## src/rtl/sso_pkg.sv

```systemverilog
`default_nettype none
package sso_pkg;

  // Fixed geometry of the attribute table, tile store and line
  localparam int NumEntries  = 40;
  localparam int TableBytes  = 160;
  localparam int MaxPick     = 10;
  localparam int LineWidth   = 160;
  localparam int TileWords   = 2048;

  // Attribute flag bit positions inside the flags byte
  localparam int FlagBehind  = 7;
  localparam int FlagYFlip   = 6;
  localparam int FlagXFlip   = 5;
  localparam int FlagPal1    = 4;

  // Operation codes of an input request
  typedef enum logic [1:0] {
    FUNC_ATTR_WR  = 2'd0,
    FUNC_TILE_WR  = 2'd1,
    FUNC_START    = 2'd2,
    FUNC_PIXEL    = 2'd3
  } func_t;

  // Configuration register indexes
  localparam logic [1:0] CfgTall = 2'd0;
  localparam logic [1:0] CfgPal0 = 2'd1;
  localparam logic [1:0] CfgPal1 = 2'd2;

  typedef struct packed {
    logic [1:0]  func;
    logic [11:0] addr;
    logic [7:0]  wdata;
    logic [7:0]  scan_line;
    logic [7:0]  pixel_x;
    logic [1:0]  under_shade;
  } in_t;

  typedef struct packed {
    logic [1:0] shade;
    logic [3:0] objects_on_line;
  } out_t;

endpackage
`default_nettype wire

```

## src/rtl/sso_attr_ram.sv

```systemverilog
`default_nettype none
module sso_attr_ram
  import sso_pkg::*;
(
  input  wire logic        clk,
  input  wire logic        rst,
  input  wire logic        wr_en,
  input  wire logic [7:0]  wr_addr,
  input  wire logic [7:0]  wr_data,
  input  wire logic        rd_en,
  input  wire logic [5:0]  rd_idx,
  output logic      [31:0] rd_data
);

  logic [31:0]          mem [NumEntries];
  logic [TableBytes-1:0] vld;
  logic [31:0]          rd_q;
  logic [3:0]           rd_vld;

  // byte-wide write into the entry word; registered read of the entry and its byte valid bits
  always_ff @(posedge clk) begin
    if (wr_en) begin
      mem[wr_addr[7:2]][8*wr_addr[1:0] +: 8] <= wr_data;
    end
    if (rd_en) begin
      rd_q   <= mem[rd_idx];
      rd_vld <= vld[{rd_idx, 2'b00} +: 4];
    end
  end

  // valid bit per byte; an unwritten byte reads as zero
  always_ff @(posedge clk) begin
    if (rst) begin
      vld <= '0;
    end else if (wr_en) begin
      vld[wr_addr] <= 1'b1;
    end
  end

  always_comb begin
    for (int b = 0; b < 4; b++) begin
      rd_data[8*b +: 8] = rd_vld[b] ? rd_q[8*b +: 8] : 8'h00;
    end
  end

endmodule
`default_nettype wire

```

## config.mk

```make
export PLATFORM = sky130hd
export DESIGN_NAME = sso_attr_ram
export DESIGN_NICKNAME = d
export VERILOG_FILES = /design/src/rtl/sso_pkg.sv /design/src/rtl/sso_attr_ram.sv
export SDC_FILE = /design/constraint.sdc
export NUM_CORES = 1
export LEC_CHECK = 0
export ABC_CLOCK_PERIOD_IN_PS = 9650
export BUFFER_PORTS_ARGS = -buffer_cell sky130_fd_sc_hd__buf_2
export CORE_AREA = 2 2 481 483
export DETAILED_ROUTE_END_ITERATION = 7
export DIE_AREA = 0 0 483 485
export GPL_TIMING_DRIVEN = 0
export HOLD_SLACK_MARGIN = 0.02
export SETUP_SLACK_MARGIN = 0.1
export SKIP_LAST_GASP = 1
export SYNTH_ARGS = -nofsm -noshare
export SYNTH_HDL_FRONTEND = slang
export SYNTH_SLANG_ARGS = --single-unit
export TNS_END_PERCENT = 20
```

## constraint.sdc

```tcl
create_clock -name clk -period 9.65 [get_ports clk]
set_input_delay 2.4125 -clock clk [delete_from_list [all_inputs] [get_ports clk]]
set_output_delay 2.4125 -clock clk [all_outputs]
set_load 0.05 [all_outputs]
```

Word level (Yosys, flattened, before mapping)
Memory sizes are Yosys's and may differ from the RTL's. A register that Yosys moved wholly into a read port is not among the register bits.
Cells that the tools add are included.
{"block": "word_totals", "output_inout_bits": 32, "reg_bits": 164, "mem_count": 1, "ram_bits": 1280, "in_bits": 26, "latchBits": 0, "mem_bits_ro": 0}
{"memory": "mem", "depth": 40, "word_bits": 32, "read_ports": 1, "rd_clocked_by_memory_dff": 1, "write_ports": 1, "line": "sso_attr_ram.sv:15", "rtl": "logic [31:0] mem [NumEntries];"}
{"block": "op_classes", "addsub": 1, "div_mod_pow": 0, "bitwise": 1, "shifts": 3, "n_reduce_logical": 1, "magnitude_cmp": 2, "mul": 0, "eq_ne": 0, "muxes": 8}
{"op": "160-bit bitwise OR", "count": 1}
{"op": "160-bit by 9-bit variable part select with 4-bit output", "count": 1}
{"op": "5-bit negator with 34-bit output", "count": 1}
{"op": "8-bit by 34-bit variable shift with 32-bit output (first input constant)", "count": 1}
{"op": "8-bit by 34-bit variable part select with 32-bit output", "count": 1}
{"op": "32-bit 2-to-1 mux", "count": 1}
{"op": "8-bit 2-to-1 mux", "count": 4}
{"op": "8-bit by 9-bit less-than comparator with 1-bit output (second input constant)", "count": 1}
{"op": "1-bit demux with 8-bit select", "count": 1}
{"op": "8-bit by 1-bit greater-or-equal comparator with 1-bit output (second input constant)", "count": 1}
{"op": "1-bit 2-to-1 mux", "count": 2}
{"op": "1-bit logical AND", "count": 1}

Depth between registers and ports, before layout
{"block": "depth", "word_depth": 5, "mapped_depth": 9, "depth_no_buf": 6}

Worst setup path after synthesis
Ideal clock, no wire load.
{"block": "synth_path", "path_type": "input to register", "startpoint": "input port wr_addr[0]", "endpoint": "memory mem[0][0] (data pin)", "setup_slack_ns": 3.826, "arrival_ns": 5.195, "cell_stages": 4, "n_path_buf": 1, "required_ns": 9.021, "setup_time_ns": 0.629, "path_cell_list": "inv_1 ha_1 clkbuf_1 nor4_1"}
{"block": "synth_via", "elab_chain_len": 2}
{"item": "from (decl)", "line": "sso_attr_ram.sv:8", "rtl": "input wire logic [7:0] wr_addr,"}
{"item": "5-bit negator with 34-bit output", "line": "sso_attr_ram.sv:23", "rtl": "mem[wr_addr[7:2]][8*wr_addr[1:0] +: 8] <= wr_data;"}
{"item": "8-bit by 34-bit variable part select with 32-bit output", "line": "sso_attr_ram.sv:23"}
{"item": "to (decl)", "line": "sso_attr_ram.sv:15"}
Every way passes these cells.

Final worst setup path
{"block": "layout_path", "startpoint": "input port rd_idx[2]", "endpoint": "register rd_vld[3] (data pin)"}
{"block": "layout_via", "elab_chain_len": 1}
{"item": "from (decl)", "line": "sso_attr_ram.sv:11", "rtl": "input wire logic [5:0] rd_idx,"}
{"item": "160-bit by 9-bit variable part select with 4-bit output", "line": "sso_attr_ram.sv:27", "rtl": "rd_vld <= vld[{rd_idx, 2'b00} +: 4];"}
{"item": "to (signal assigned)", "line": "sso_attr_ram.sv:27"}
{"item": "to (decl)", "line": "sso_attr_ram.sv:18", "rtl": "logic [3:0] rd_vld;"}
Every way passes these cells.
A chain may end at the register's enable or synchronous reset.

==> flow_summary.ini <==
[synthesis]
synth-seq-cells = 1476
yosys.area.top_type = edfxtp_1
synth_edf_count = 1316
synthMuxAreaShare_pct = 14.88
yosysWarnings = 0
synth.distinct_cells = 55
yosys.area_share.simple_pct = 5.008
ys_top_cells_by_area = edfxtp_1 (69%), mux4_2 (13%), dfxtp_1 (5.6%), nor2_1 (2.7%), mux2i_1 (1.2%)
yosys.area.top_type_share_pct = 69.19
synth_compound_area_share_pct = 3.431
synthAdderAreaFrac_pct = 0.1534
postSynthCellCount = 3043
synth-main-ff-cell = edfxtp_1
synth_top_family_by_area = multiplexers
async_flop_share_pct = 0
yosysMostFrequentCell = edfxtp_1
syn_avg_cell_area_um2 = 18.77
yosys-top-cells-count = edfxtp_1 (1316), nor2_1 (410), mux4_2 (328)
synth_seq_area_share_pct = 74.80
syn_nets = 3076
synth_xor_xnor_area_share_pct = 0
syn_area_um2 = 57110

[global_routing]
grt_max_degree = 41
gr-total-overflow = 0
grt_pass1_wl_um = 232300
global_route.usage.met3_pct = 2.646
globalRouteMet1Util_pct = 18.87
top_usage_layer = met2
grt_util_all_layers_pct = 13.91
antenna_found_initial = 17
grt_pass1_vias = 30700
use_met2_pct = 22.57

[clock_tree]
h-tree-depth = 4
cts_buffer_depth = 3
clock_sinks = 1476
root_buffer = clkbuf_16
cts_setup_buffers = 0
cts_tree = done
numCtsBuffers = 150
ctsResizeCount = 0
cts_hold_buf = 0
clk_latency_ns = 0.79
clk_pin_slew_worst_paths_ns = 0.06

[sta]
worst_pin_slew_ns = 1.391
rsz0062_at_grt = no
fin_crit_ns = 5.245
hold_ws_ns = 0.4643
tns_ns = 0
final-setup-viol-count = 0
min_period_over_period_pct = 54.35
slew_viol_final = 0
clock.fmax_ghz = 0.1907
slew_headroom_pct = 6.952
finalHoldViolCount = 0
fin_skew_ns = 0.03183

[placed_design]
portBuffers = 54
dp_hpwl_um = 119000
gp_congestion = 0.8496

[setup_path]
critPathKind = primary input to flip-flop
worstPathArrival_ns = 5.66
setup.worst_path.start_class = primary input
worst_ep_required_time_ns = 10.07
critPathMaxFanout = 10
end_kind = flip-flop
ff2ff_setup_slack_ns = 7.35

[cells_and_area]
nets = 3313
drive_above_1_share_pct = 23.20
syn_to_final_growth_pct = 16.57

[power]
p_int_uw = 10410
irDropWorstVdd_mv = 0.2096
powerDensity_nw_per_um2 = 200.1
p_sw_uw = 2913
p_comb_share_pct = 4.4
p_seq_share_pct = 52.1
p_leak_uw = 0.01765
swShare_pct = 21.87
clkPwrFrac_pct = 43.4

[route]
ant_nets = 0
vias = 30990
routed_wl_um = 167300
drcViolationCount = 0
viasPerCell = 4.814
drt_iter0_drc = 4152
firstDrtPassIters = 6
post_drt_wl_per_cell_um = 25.99

[floorplan]
die_h_um = 485
io_pins = 58
fp.dieW_um = 483
start_util_pct = 24.94
die-area_um2 = 234300
core-area_um2 = 229000
rows = 176

[worst_hold_path]
hold_path_class = flip-flop to flip-flop

[job]
maxCapViolations = 0

[run_status]
outcome = completed
## final timing paths
path              depth (start not counted)  startpoint         to
setup / recovery                          8   rd_idx[2]  rd_vld[3]
hold / removal                            2     vld[27]    vld[27]
setup reg to reg                          4     vld[51]  rd_vld[3]
hold reg to reg                           2     vld[27]    vld[27]
## kinds of logic (layout without fill, tap and decap cells)
logic type	count (synthesis)	after routing
other cells	0	6
compound gates	313	313
fa+ha+maj	7	7
simple gates	622	622
buf+inv	191	553
mux	434	434
flops	1476	1476
## cell usage in the layout (no fill, tap or decap), drive strengths merged, types with 26 or more instances in the layout
cell type  netlist  final
buf             82    167
dfxtp          160    160
a22oi           30     30
mux4           328    328
mux2            40     40
nor2           410    410
mux2i           66     66
clkinv           0     64
a21oi          116    116
o21ai           26     26
edfxtp        1316   1316
nand2           40     40
and2            48     48
nand2b          28     28
clkbuf         104    299
o22ai           80     80
## state kept, by name, summed over array words and instances (netlist names)
| name | cells |
|---|---|
| mem | 1280 |
| rd_vld | 4 |
| vld | 160 |
| rd_q | 32 |
## power by group through the flow
stage / clock network (uW) / logic, uW / registers (uW)
6_report: 5790 / 588 / 6950
5_1_grt: 6080 / 609 / 6940
4_1_cts: 5820 / 585 / 6950
3_5_place_dp: 0 / 584 / 7080
3_3_place_gp: 0 / 559 / 7090
2_1_floorplan: 0 / 318 / 7080
## worst max-delay path: stages
cell	delay, ns
buf_2	0.10
buf_2	0.22
buf_4	0.26
and2_0	0.54
clkbuf_1	0.73
a22o_1	0.38
a211oi_1	0.08
o32ai_1	0.91
## metrics by stage
stage          cells  total power (uW)  utilization (%)  setup slack, ns  instance area, um^2
2_1_floorplan   3043              7396                -            3.826                57110
3_5_place_dp    6153              7667            26.94            3.712                61700
3_3_place_gp    6123              7646            26.71           0.3949                61170
6_report        6437             13320            29.07            4.405                66580
5_1_grt         6432             13640            29.06            4.426                66560
4_1_cts         6430             13350            29.06            4.510                66540
## area by class of cell
type                            count  area [um^2]
Tap cell                         3026         3786
Multi-Input combinational cell   1376        13570
Clock buffer                      195         4123
Buffer                            186        968.4
Antenna cell                        6        15.01
Sequential cell                  1476        42720
Clock inverter                     82        724.4
Timing Repair Buffer               85        654.4
Fill cell                       22430       162400
Inverter                            5        18.77
## layer usage
metal,up-vias,wire length (um)
li1,12730,-
met1,16500,68770
met2,1501,79800
met3,256,13880
met4,4,4799
met5,-,23
Note: power is estimated with default switching activity, not from simulation.
